**config.mk**
```make
export PLATFORM = sky130hd
export DESIGN_NAME = earliest_free_server_dispatch
export DESIGN_NICKNAME = d
export VERILOG_FILES = /design/src/hw/rtl/efsd_pkg.sv /design/src/hw/rtl/efsd_cfg.sv /design/src/hw/rtl/efsd_ctrl.sv /design/src/hw/rtl/efsd_dp.sv /design/src/hw/rtl/earliest_free_server_dispatch.sv
export SDC_FILE = /design/constraint.sdc
export NUM_CORES = 2
export LEC_CHECK = 0
export BUFFER_PORTS_ARGS = -buffer_cell sky130_fd_sc_hd__buf_4
export CAP_MARGIN = 20
export CORE_ASPECT_RATIO = 1.1
export CORE_UTILIZATION = 31
export CTS_CLUSTER_DIAMETER = 200
export DETAILED_ROUTE_END_ITERATION = 8
export SLEW_MARGIN = 20
export SYNTH_ARGS = -nofsm -noshare
export SYNTH_HDL_FRONTEND = slang
export SYNTH_SLANG_ARGS = --single-unit
```
**constraint.sdc**
```tcl
create_clock -name clk_i -period 7.65 [get_ports clk_i]
set_clock_uncertainty 0.2 [all_clocks]
set_input_delay 1.1475 -clock clk_i [delete_from_list [all_inputs] [get_ports clk_i]]
set_output_delay 1.1475 -clock clk_i [all_outputs]
set_load 0.01 [all_outputs]
```
**src/hw/rtl/efsd_pkg.sv**
```systemverilog
`default_nettype none
// ----------------------------------------------------------------------------
// efsd_pkg
// Shared types and constants for the earliest-free-server dispatch block.
// ----------------------------------------------------------------------------
package efsd_pkg;

  localparam int unsigned SERVERS   = 128;
  localparam int unsigned IDX_W     = 7;
  localparam int unsigned TOD_W     = 17;
  localparam int unsigned MIN_W     = 10;
  localparam int unsigned SVC_W     = 16;
  localparam int unsigned ACT_W     = 8;
  localparam int unsigned TIME_W    = 26;
  localparam int unsigned COUNT_W   = 32;
  localparam int unsigned SUM_W     = 40;
  localparam int unsigned CFG_IDX_W = 3;

  localparam logic [TOD_W-1:0] OPEN_RST   = TOD_W'(28800);
  localparam logic [TOD_W-1:0] CLOSE_RST  = TOD_W'(61200);
  localparam logic [SVC_W-1:0] CAP_RST    = SVC_W'(3600);
  localparam logic [ACT_W-1:0] ACTIVE_RST = ACT_W'(128);
  localparam logic [SVC_W-1:0] SEC_PER_MIN = SVC_W'(60);

  typedef enum logic [CFG_IDX_W-1:0] {
    REG_OPEN   = 3'd0,
    REG_CLOSE  = 3'd1,
    REG_CAP    = 3'd2,
    REG_ACTIVE = 3'd3
  } cfg_reg_e;

  typedef enum logic [4:0] {
    ST_IDLE   = 5'b00001,
    ST_SCAN   = 5'b00010,
    ST_LAST   = 5'b00100,
    ST_CALC   = 5'b01000,
    ST_UPDATE = 5'b10000
  } state_e;

  typedef struct packed {
    logic [TOD_W-1:0] open_time;
    logic [TOD_W-1:0] close_time;
    logic [SVC_W-1:0] service_cap;
    logic [IDX_W-1:0] last_idx;
    logic             reload;
  } cfg_t;

  typedef struct packed {
    logic load;
    logic rd;
    logic calc;
    logic update;
  } cmd_t;

  typedef struct packed {
    logic rd_last;
    logic out_free;
  } status_t;

endpackage
`default_nettype wire

```
**src/hw/rtl/efsd_cfg.sv**
```systemverilog
`default_nettype none
// ----------------------------------------------------------------------------
// efsd_cfg
// Configuration registers and derived last server index.
// ----------------------------------------------------------------------------
module efsd_cfg
  import efsd_pkg::*;
(
  input  wire logic                 clk_i,
  input  wire logic                 rst_ni,
  input  wire logic                 cfg_valid_i,
  output logic                      cfg_ready_o,
  input  wire logic [CFG_IDX_W-1:0] cfg_index_i,
  input  wire logic [TOD_W-1:0]     cfg_data_i,
  output cfg_t                      cfg_o
);

  logic [TOD_W-1:0] open_q, close_q;
  logic [SVC_W-1:0] cap_q;
  logic [ACT_W-1:0] active_q;
  logic             wr;

  assign cfg_ready_o = 1'b1;
  assign wr          = cfg_valid_i & cfg_ready_o;

  always_ff @(posedge clk_i or negedge rst_ni) begin
    if (!rst_ni) begin
      open_q   <= OPEN_RST;
      close_q  <= CLOSE_RST;
      cap_q    <= CAP_RST;
      active_q <= ACTIVE_RST;
    end else if (wr) begin
      unique case (cfg_reg_e'(cfg_index_i))
        REG_OPEN:   open_q   <= cfg_data_i;
        REG_CLOSE:  close_q  <= cfg_data_i;
        REG_CAP:    cap_q    <= cfg_data_i[SVC_W-1:0];
        REG_ACTIVE: active_q <= cfg_data_i[ACT_W-1:0];
        default: ;
      endcase
    end
  end

  always_comb begin
    cfg_o.open_time   = open_q;
    cfg_o.close_time  = close_q;
    cfg_o.service_cap = cap_q;
    cfg_o.reload      = wr && (cfg_reg_e'(cfg_index_i) == REG_OPEN);
    if (active_q == '0) begin
      cfg_o.last_idx = '0;
    end else if (32'(active_q) > SERVERS) begin
      cfg_o.last_idx = IDX_W'(SERVERS - 1);
    end else begin
      cfg_o.last_idx = IDX_W'(active_q - ACT_W'(1));
    end
  end

endmodule
`default_nettype wire

```
**src/hw/rtl/efsd_ctrl.sv**
```systemverilog
`default_nettype none
// ----------------------------------------------------------------------------
// efsd_ctrl
// Sequencer: accept, scan free-at memory, compute start, update and emit.
// ----------------------------------------------------------------------------
module efsd_ctrl
  import efsd_pkg::*;
(
  input  wire logic    clk_i,
  input  wire logic    rst_ni,
  input  wire logic    in_valid_i,
  output logic         in_stall_o,
  input  wire status_t status_i,
  output cmd_t         cmd_o
);

  state_e state_q, state_d;

  always_ff @(posedge clk_i or negedge rst_ni) begin
    if (!rst_ni) begin
      state_q <= ST_IDLE;
    end else begin
      state_q <= state_d;
    end
  end

  always_comb begin
    state_d    = state_q;
    cmd_o      = '0;
    in_stall_o = 1'b1;
    unique case (state_q)
      ST_IDLE: begin
        in_stall_o = 1'b0;
        if (in_valid_i) begin
          cmd_o.load = 1'b1;
          state_d    = ST_SCAN;
        end
      end
      ST_SCAN: begin
        cmd_o.rd = 1'b1;
        if (status_i.rd_last) begin
          state_d = ST_LAST;
        end
      end
      ST_LAST: begin
        state_d = ST_CALC;
      end
      ST_CALC: begin
        cmd_o.calc = 1'b1;
        state_d    = ST_UPDATE;
      end
      ST_UPDATE: begin
        if (status_i.out_free) begin
          cmd_o.update = 1'b1;
          state_d      = ST_IDLE;
        end
      end
      default: begin
        state_d = ST_IDLE;
      end
    endcase
  end

endmodule
`default_nettype wire

```
**src/hw/rtl/efsd_dp.sv**
```systemverilog
`default_nettype none
// ----------------------------------------------------------------------------
// efsd_dp
// Free-at memory, minimum scan, start/wait arithmetic, totals, result reg.
// ----------------------------------------------------------------------------
module efsd_dp
  import efsd_pkg::*;
(
  input  wire logic               clk_i,
  input  wire logic               rst_ni,
  input  wire cfg_t               cfg_i,
  input  wire cmd_t               cmd_i,
  output status_t                 status_o,
  input  wire logic [TOD_W-1:0]   arrival_seconds_i,
  input  wire logic [MIN_W-1:0]   service_minutes_i,
  output logic                    out_valid_o,
  input  wire logic               out_stall_i,
  output logic [IDX_W-1:0]        server_index_o,
  output logic [TIME_W-1:0]       start_seconds_o,
  output logic [TIME_W-1:0]       wait_seconds_o,
  output logic                    counted_o,
  output logic [COUNT_W-1:0]      counted_jobs_o,
  output logic [SUM_W-1:0]        total_wait_o
);

  logic [TIME_W-1:0]  mem [SERVERS];
  logic [SERVERS-1:0] vld_q;

  logic [TOD_W-1:0]   arr_q;
  logic [SVC_W-1:0]   svc_q, svc_raw;
  logic [IDX_W-1:0]   rd_idx_q, rd_sel_q, sel_q;
  logic [TIME_W-1:0]  rd_data_q, best_q, eff, start_q, wait_q, arr_ext;
  logic               rd_ok_q, rd_vld_q, first_q, out_valid_q;
  logic [COUNT_W-1:0] job_q;
  logic [SUM_W-1:0]   sum_q;
  logic [TIME_W:0]    fin_sum;
  logic [TIME_W-1:0]  fin;
  logic [SUM_W:0]     sum_add;
  logic               counted;

  assign svc_raw = SVC_W'(service_minutes_i) * SEC_PER_MIN;
  assign arr_ext = TIME_W'(arr_q);
  assign eff     = rd_ok_q ? rd_data_q : TIME_W'(cfg_i.open_time);
  assign fin_sum = {1'b0, start_q} + (TIME_W + 1)'(svc_q);
  assign fin     = fin_sum[TIME_W] ? '1 : fin_sum[TIME_W-1:0];
  assign sum_add = {1'b0, sum_q} + (SUM_W + 1)'(wait_q);
  assign counted = arr_q < cfg_i.close_time;

  assign status_o.rd_last  = rd_idx_q == cfg_i.last_idx;
  assign status_o.out_free = !out_valid_q || !out_stall_i;
  assign out_valid_o       = out_valid_q;

  // free-at memory, registered read
  always_ff @(posedge clk_i) begin
    if (cmd_i.rd) begin
      rd_data_q <= mem[rd_idx_q];
    end
    if (cmd_i.update) begin
      mem[sel_q] <= fin;
    end
  end

  always_ff @(posedge clk_i or negedge rst_ni) begin
    if (!rst_ni) begin
      vld_q       <= '0;
      rd_vld_q    <= 1'b0;
      first_q     <= 1'b0;
      out_valid_q <= 1'b0;
      job_q       <= '0;
      sum_q       <= '0;
    end else begin
      rd_vld_q <= cmd_i.rd;
      if (cfg_i.reload) begin
        vld_q <= '0;
      end else if (cmd_i.update) begin
        vld_q[sel_q] <= 1'b1;
      end
      if (cmd_i.load) begin
        first_q <= 1'b1;
      end else if (rd_vld_q) begin
        first_q <= 1'b0;
      end
      if (cmd_i.update) begin
        out_valid_q <= 1'b1;
      end else if (!out_stall_i) begin
        out_valid_q <= 1'b0;
      end
      if (cmd_i.update && counted) begin
        if (job_q != '1) begin
          job_q <= job_q + COUNT_W'(1);
        end
        sum_q <= sum_add[SUM_W] ? '1 : sum_add[SUM_W-1:0];
      end
    end
  end

  always_ff @(posedge clk_i) begin
    if (cmd_i.load) begin
      arr_q    <= arrival_seconds_i;
      svc_q    <= (svc_raw > cfg_i.service_cap) ? cfg_i.service_cap : svc_raw;
      rd_idx_q <= '0;
    end else if (cmd_i.rd) begin
      rd_idx_q <= rd_idx_q + IDX_W'(1);
    end
    if (cmd_i.rd) begin
      rd_ok_q  <= vld_q[rd_idx_q];
      rd_sel_q <= rd_idx_q;
    end
    if (rd_vld_q && (first_q || (eff < best_q))) begin
      best_q <= eff;
      sel_q  <= rd_sel_q;
    end
    if (cmd_i.calc) begin
      start_q <= (arr_ext > best_q) ? arr_ext : best_q;
      wait_q  <= ((arr_ext > best_q) ? arr_ext : best_q) - arr_ext;
    end
    if (cmd_i.update) begin
      server_index_o  <= sel_q;
      start_seconds_o <= start_q;
      wait_seconds_o  <= wait_q;
      counted_o       <= counted;
      counted_jobs_o  <= (counted && (job_q != '1)) ? job_q + COUNT_W'(1) : job_q;
      total_wait_o    <= counted ? (sum_add[SUM_W] ? '1 : sum_add[SUM_W-1:0]) : sum_q;
    end
  end

endmodule
`default_nettype wire

```
**src/hw/rtl/earliest_free_server_dispatch.sv**
```systemverilog
`default_nettype none
// ----------------------------------------------------------------------------
// earliest_free_server_dispatch
// Assigns each job to the server that frees earliest and keeps wait totals.
// ----------------------------------------------------------------------------
//  channel  handshake                signals
//  in       in_valid_i / in_stall_o  arrival_seconds_i, service_minutes_i
//  out      out_valid_o/out_stall_i  server_index_o .. total_wait_o
//  cfg      cfg_valid_i/cfg_ready_o  cfg_index_i, cfg_data_i
//
//  Each job scans N servers, N = active servers (1..128): one free-at
//  memory read per server, then compare, calc and update steps.
//  Reset sets free-at times to open_time via per-server valid bits;
//  writing open_time clears them again. The result register lets the
//  next job scan while a result is stalled; update waits for it to drain.
// ----------------------------------------------------------------------------
module earliest_free_server_dispatch
  import efsd_pkg::*;
(
  input  wire logic                 clk_i,
  input  wire logic                 rst_ni,
  input  wire logic                 in_valid_i,
  output logic                      in_stall_o,
  input  wire logic [TOD_W-1:0]     arrival_seconds_i,
  input  wire logic [MIN_W-1:0]     service_minutes_i,
  output logic                      out_valid_o,
  input  wire logic                 out_stall_i,
  output logic [IDX_W-1:0]          server_index_o,
  output logic [TIME_W-1:0]         start_seconds_o,
  output logic [TIME_W-1:0]         wait_seconds_o,
  output logic                      counted_o,
  output logic [COUNT_W-1:0]        counted_jobs_o,
  output logic [SUM_W-1:0]          total_wait_o,
  input  wire logic                 cfg_valid_i,
  output logic                      cfg_ready_o,
  input  wire logic [CFG_IDX_W-1:0] cfg_index_i,
  input  wire logic [TOD_W-1:0]     cfg_data_i
);

  cfg_t    cfg;
  cmd_t    cmd;
  status_t status;

  efsd_cfg u_cfg (
    .clk_i       (clk_i),
    .rst_ni      (rst_ni),
    .cfg_valid_i (cfg_valid_i),
    .cfg_ready_o (cfg_ready_o),
    .cfg_index_i (cfg_index_i),
    .cfg_data_i  (cfg_data_i),
    .cfg_o       (cfg)
  );

  efsd_ctrl u_ctrl (
    .clk_i      (clk_i),
    .rst_ni     (rst_ni),
    .in_valid_i (in_valid_i),
    .in_stall_o (in_stall_o),
    .status_i   (status),
    .cmd_o      (cmd)
  );

  efsd_dp u_dp (
    .clk_i             (clk_i),
    .rst_ni            (rst_ni),
    .cfg_i             (cfg),
    .cmd_i             (cmd),
    .status_o          (status),
    .arrival_seconds_i (arrival_seconds_i),
    .service_minutes_i (service_minutes_i),
    .out_valid_o       (out_valid_o),
    .out_stall_i       (out_stall_i),
    .server_index_o    (server_index_o),
    .start_seconds_o   (start_seconds_o),
    .wait_seconds_o    (wait_seconds_o),
    .counted_o         (counted_o),
    .counted_jobs_o    (counted_jobs_o),
    .total_wait_o      (total_wait_o)
  );

endmodule
`default_nettype wire
```
# [After elaboration in Yosys (flattened, before gate mapping)]
# Memory sizes are Yosys's and may differ from the RTL's. A register that Yosys moved wholly into a read port is not among the register bits.
# Cells that the tools add are included.
[classes] reduce_logical=19 n_eq_ne=14 mux=32 n_shift=0 div=0 addsub=6 n_mul=1 n_bitwise=1 n_lt_le_gt_ge=8
[op_table] cell="$mux W128" count=2
[op_table] cell="$or A128 B128 Y128" count=1
[op_table] cell="$mux W40" count=2
[op_table] cell="$mux W26" count=3
[op_table] cell="$add A40 B26 Y41" count=1
[op_table] cell="$add A32 B1 Y32 const B" count=1
[op_table] cell="$mux W32" count=1
[op_table] cell="$ne A32 B32 Y1 const B" count=1
[op_table] cell="$add A26 B16 Y27" count=1
[op_table] cell="$gt A17 B26 Y1" count=1
[op_table] cell="$lt A26 B26 Y1" count=1
[op_table] cell="$sub A26 B17 Y26" count=1
[op_table] cell="$pmux W5 S5" count=1
[op_table] cell="$lt A17 B17 Y1" count=1
[op_table] cell="$gt A16 B16 Y1" count=1
[op_table] cell="$lt A7 B8 Y1 const B" count=2
[op_table] cell="$mux W16" count=1
[op_table] cell="$mux W1" count=15
[op_table] cell="$mux W5" count=3
[op_table] cell="$mul A10 B4 Y14 const B" count=1
[op_table] cell="$mux W7" count=2
[op_table] cell="$reduce_and A2 Y1" count=5
[op_table] cell="$gt A8 B8 Y1 const B" count=1
[op_table] cell="$logic_not A8 Y1" count=1
[op_table] cell="21 further kinds" count=31
[word_totals] rom_bits=0 reg_bits=531 ramBits=3328 input_bits=52 latch_bits=0 mem_count=1 word_cells=109
[mem_list] name="u_dp.mem" depth=128 width=26 rd=1 rd_ports_with_merged_regs=1 wr=1 line_no="efsd_dp.sv:26" source="logic [TIME_W-1:0] mem [SERVERS];"

# [Logic depth before layout (Yosys ltp)]
[depth] ltp_word=7 mapped_depth=20 depth_no_buf=20

# [By module]
# A second synthesis with hierarchy kept.
[unflattened] cells_unflattened=7266 hier_area_um2=154619.5
[modules_own_cells] module="efsd_dp" cells_each=7079 area_each_um2=151870.7 n_inst=1
[modules_own_cells] module="efsd_cfg" cells_each=159 area_each_um2=2457.4 n_inst=1
[modules_own_cells] module="efsd_ctrl" cells_each=28 area_each_um2=291.5 n_inst=1

# [Worst setup path before layout]
# OpenSTA, ideal clock, no wires.
[synth_path] path_type="reg-to-reg" start="reg u_dp.start_q[0]" end="mem u_dp.mem[0][12], data pin" path_stages_with_launch=12 setup_ns=1.197 synth_period_minus_slack_ns=8.339 required_ns=6.253 arrival_time_ns=6.942 setup_slack_ns=-0.689 cell_sequence="edfxtp_1 > ha_1 > inv_1 > fa_1 > nor2b_1 > o31ai_1 > a211oi_1 > o21ai_0 > a21boi_0 > o21ai_0 > nor3b_1 > o21ai_0"
[synth_via] elab_chain_len=2
[synth_lines] item="start, declared" line_no="efsd_dp.sv:32" source="logic [TIME_W-1:0] rd_data_q, best_q, eff, start_q, wait_q, arr_ext;"
[synth_lines] item="start signal, assigned" line_no="efsd_dp.sv:114" source="start_q <= (arr_ext > best_q) ? arr_ext : best_q;"
[synth_lines] item="$add A26 B16 Y27" line_no="efsd_dp.sv:44" source="assign fin_sum = {1'b0, start_q} + (TIME_W + 1)'(svc_q);"
[synth_lines] item="$mux W26" line_no="efsd_dp.sv:45" source="assign fin = fin_sum[TIME_W] ? '1 : fin_sum[TIME_W-1:0];"
[synth_lines] item="via u_dp.fin[12]" line_no="efsd_dp.sv:37" source="logic [TIME_W-1:0] fin;"
[synth_lines] item="end, declared" line_no="efsd_dp.sv:26"
# The timed path passes the listed nets, and every way through them passes these cells.

# [Worst setup path after layout]
[layout_path] start="in service_minutes_i[0]" end="reg u_dp.svc_q[9], data pin"
[layout_via] elab_chain_len=3
[layout_lines] item="start, declared" line_no="earliest_free_server_dispatch.sv:25" source="input wire logic [MIN_W-1:0] service_minutes_i,"
[layout_lines] item="$mul A10 B4 Y14 *" line_no="efsd_dp.sv:41" source="assign svc_raw = SVC_W'(service_minutes_i) * SEC_PER_MIN;"
[layout_lines] item="$gt A16 B16 Y1" line_no="efsd_dp.sv:100" source="svc_q <= (svc_raw > cfg_i.service_cap) ? cfg_i.service_cap : svc_raw;"
[layout_lines] item="$mux W16 *" line_no="efsd_dp.sv:100"
[layout_lines] item="end signal, assigned" line_no="efsd_dp.sv:100"
[layout_lines] item="end, declared" line_no="efsd_dp.sv:30" source="logic [SVC_W-1:0] svc_q, svc_raw;"
# Every way passes the cells marked *; elsewhere a longest branch is shown, timed or not.
# A chain may end at the register's enable or synchronous reset.

==> reports/qor.yml <==
fin_setup_tns_ps: 0
routedWlPerCell_um: 28.0
synthTopCellsByArea: "edfxtp_1, mux4_2, dfrtp_1"
avgSynthCellArea_um2: 21.2
start_util_pct: 31.1
holdPathStages: 2
final_hold_viol_count: 0
grt_pass1_vias: 76800
port_buffers: 185
worstHoldStart: "in_valid_i"
end_kind: "flop"
startpoint_type: "input port"
max_clock_freq_mhz: 170
yosys_warnings: 0
vias: 75700
gp_congestion: 0.845
htreeDepth: 5
yosysMostFrequentCell: "edfxtp_1"
gr-total-overflow: 0
layout.nets: 7942
core_mm2: 0.495
slew_headroom_pct: 20.6
setup_viol: 0
netlist_top_cells_count: "edfxtp_1, mux4_2, nor2_1"
clkLatencyLatePin_ps: 940
post-route-period-util_pct: 76.7
path_clk_slew_ps: 60
slew_viol_final: 0
status: "complete, no violations"
dr.first_iter.drc_count: 7899
final_layout_size_suffix_gt1_share_pct: 30.0
clock_sinks: 3885
antenna_found_initial: 25
seq_area_frac_synth_pct: 74.8
grt_usage_pct: 15.9
synth-seq-cells: 3885
cts-root-buf: "clkbuf_16"
synth_largest_area_cell: "edfxtp_1"
yosysTopAreaCellShare_pct: 70.3
routed_wl_um: 408000
critPathMaxFanout: 16
io-pin-count: 187
tightest_slew_ps: 1190
vias_per_cell: 5.19
synth_edf_count: 3612
finalPower_uw: 57100
regToRegSetupSlack_ps: 2100
fp.dieArea_mm2: 0.500
synth_cells: 7264
ff2ff_path_depth: 7
reg2reg_to: "u_dp.mem[111][19]$_DFFE_PP_"
firstDrtPassIters: 6
final.min_clock_period_ps: 5870
synthToLayoutAreaGrowth_pct: 15.3
holdWs_ps: 177
peakVddDrop_uv: 384
async_flop_share_pct: 6.85
cap_violations: 0
drtAntennaViolNets: 0
cts_made_buffers: 364
cts_tree: "built"
grt_max_degree: 129
post-route-cell-area_mm2: 0.178
place_hpwl_um: 242000
cp_data_arrival_time_ps: 6300
regToRegStartpoint: "u_ctrl.state_q[1]$_DFFE_PN0P_"
synth_flop_cell: "edfxtp_1"
rsz0062_at_grt: "false"
hold_path.class: "in -> reg"
min_to: "u_ctrl.state_q[0]$_DFFE_PN1P_"
crit_required_ps: 8080
die_w_um: 674
path_class: "in -> reg"
clk_path_buf_depth: 4
p_leak_uw: 0.0558
drc: 0
synth_cell_type_count: 81
power_density_mw_per_mm2: 321
num_rows: 271
postPlaceCellArea_mm2: 0.166
grt_pass1_wl_um: 576000
syn_area_mm2: 0.154
die_h_um: 742
syn_nets: 7488
[cell type report]
| class | instances | area [um2] |
|---|---|---|
| Fill cell | 44900 | 318000 |
| Sequential cell | 3885 | 115000 |
| Multi-Input combinational cell | 2892 | 38300 |
| Clock buffer | 453 | 9720 |
| Tap cell | 6552 | 8200 |
| Timing Repair Buffer | 442 | 3720 |
| Clock inverter | 201 | 1950 |
| Inverter | 133 | 504 |
| Antenna cell | 17 | 42.5 |
[logic make-up (layout without fill, tap and decap cells)]
kind of cell / Yosys count / count (layout) / share of synthesized area, %
buffers and inverters: 487 / 1229 / 1.26
adders and majority gates: 174 / 174 / 1.51
muxes: 1227 / 1227 / 17.2
and+or+nand+nor: 896 / 896 / 2.54
AOI/OAI and AO/OA: 467 / 467 / 1.98
other: 1 / 18 / 0.00243
DFF: 3885 / 3885 / 74.8
xor gates and xnor gates: 127 / 127 / 0.721
[power by group]
group | switching [uW] | leakage, uW | internal (uW) | total (uW)
combinational | 8120 | 0.0140 | 5110 | 13200
clock | 7900 | 0.00572 | 10100 | 18000
sequential | 304 | 0.0361 | 25600 | 25900
[per-stage QoR]
step,worst slack [ps],std cells,util [%]
floorplan,201,7264,-
global placement,790,13900,33.5
detailed placement,909,13900,33.5
CTS,1860,14600,35.9
global route,1490,14600,35.9
finish,1780,14600,35.9
[routing by layer]
metal  vias up  global-route usage, %  wire length (um)
met1     41100                   21.1            164000
met4         4                   4.69             12400
met3       538                   2.68             29700
met5         -                      0                26
li1      31000                      -                 -
met2      3152                   26.8            201000
[critical path: stages]
cell      delay, ps
buf_4           140
fa_1            590
fa_1            480
fa_1            480
a21o_1          170
a21oi_1         230
nor2b_1          80
o21a_1          180
o41ai_1         550
or4b_2          650
o211ai_1        160
ha_1            180
nand4_1         100
nor4_1          260
nand4_1         140
o211ai_1        110
buf_4           270
mux2_2          370
[timing repair]
item,CTS,global route
hold endpoints to repair,46,0
hold buffers,1,0
buffers inserted,0,0
gates resized for setup,0,0
[registers in the layout, summed over array words and instances (netlist names), 8 cells and up]
| signal | flops |
|---|---|
| u_dp.total_wait_o | 40 |
| u_dp.vld_q | 128 |
| u_dp.job_q | 32 |
| u_dp.start_seconds_o | 26 |
| u_dp.best_q | 26 |
| u_dp.svc_q | 16 |
| u_cfg.open_q | 17 |
| u_dp.start_q | 26 |
| u_dp.mem | 3328 |
| u_dp.arr_q | 17 |
| u_dp.wait_seconds_o | 26 |
| u_dp.wait_q | 26 |
| u_dp.rd_data_q | 26 |
| u_cfg.cap_q | 16 |
| u_dp.sum_q | 40 |
| u_cfg.active_q | 8 |
| u_dp.counted_jobs_o | 32 |
| u_cfg.close_q | 17 |
[worst max path at each step]
stage / from / endpoint / depth (start not counted)
CTS: service_minutes_i[0] / u_dp.svc_q[13]$_DFFE_PP_ / 18
floorplan: u_dp.start_q[1]$_DFFE_PN_ / u_dp.mem[0][3]$_DFFE_PP_ / 4
global placement: service_minutes_i[0] / u_dp.svc_q[7]$_DFFE_PP_ / 18
detailed placement: service_minutes_i[0] / u_dp.svc_q[5]$_DFFE_PP_ / 18
finish: service_minutes_i[0] / u_dp.svc_q[9]$_DFFE_PP_ / 18
global route: service_minutes_i[0] / u_dp.svc_q[2]$_DFFE_PP_ / 18
[placed cells by master (no fill, tap or decap), types with 12 or more instances in the layout]
cell type   netlist  routed
a21oi_1          82      81
nor2_1          415     284
ha_1            152     152
inv_6             0      15
clkbuf_16         0     367
a31oi_1          38      37
and2_1           12      12
mux2_2           92      89
fa_1             20      20
nand3_1          46      44
buf_12            0      23
clkinv_1          1      62
o21ai_0         117     111
xnor2_1          58      58
and3_1           18      18
edfxtp_1       3612    3612
dfrtp_1         248     248
nor2_4            0     131
dfstp_2          18      18
clkinvlp_4        0      12
o21a_1           88      87
nand2_1         240     226
bufinv_16         0      31
clkbuf_1        217      65
clkbuf_8          0      21
inv_1           132     131
xor2_1           69      69
nor2b_1          20      20
buf_4             2     411
o31ai_1          13      12
diode_2           0      17
a211oi_1         14      13
clkinv_2          0      65
nor3_1           47      45
a21o_1           45      45
mux4_2         1132    1132
nand4_1          30      30
No activity file was read; power rests on OpenSTA's default activity.
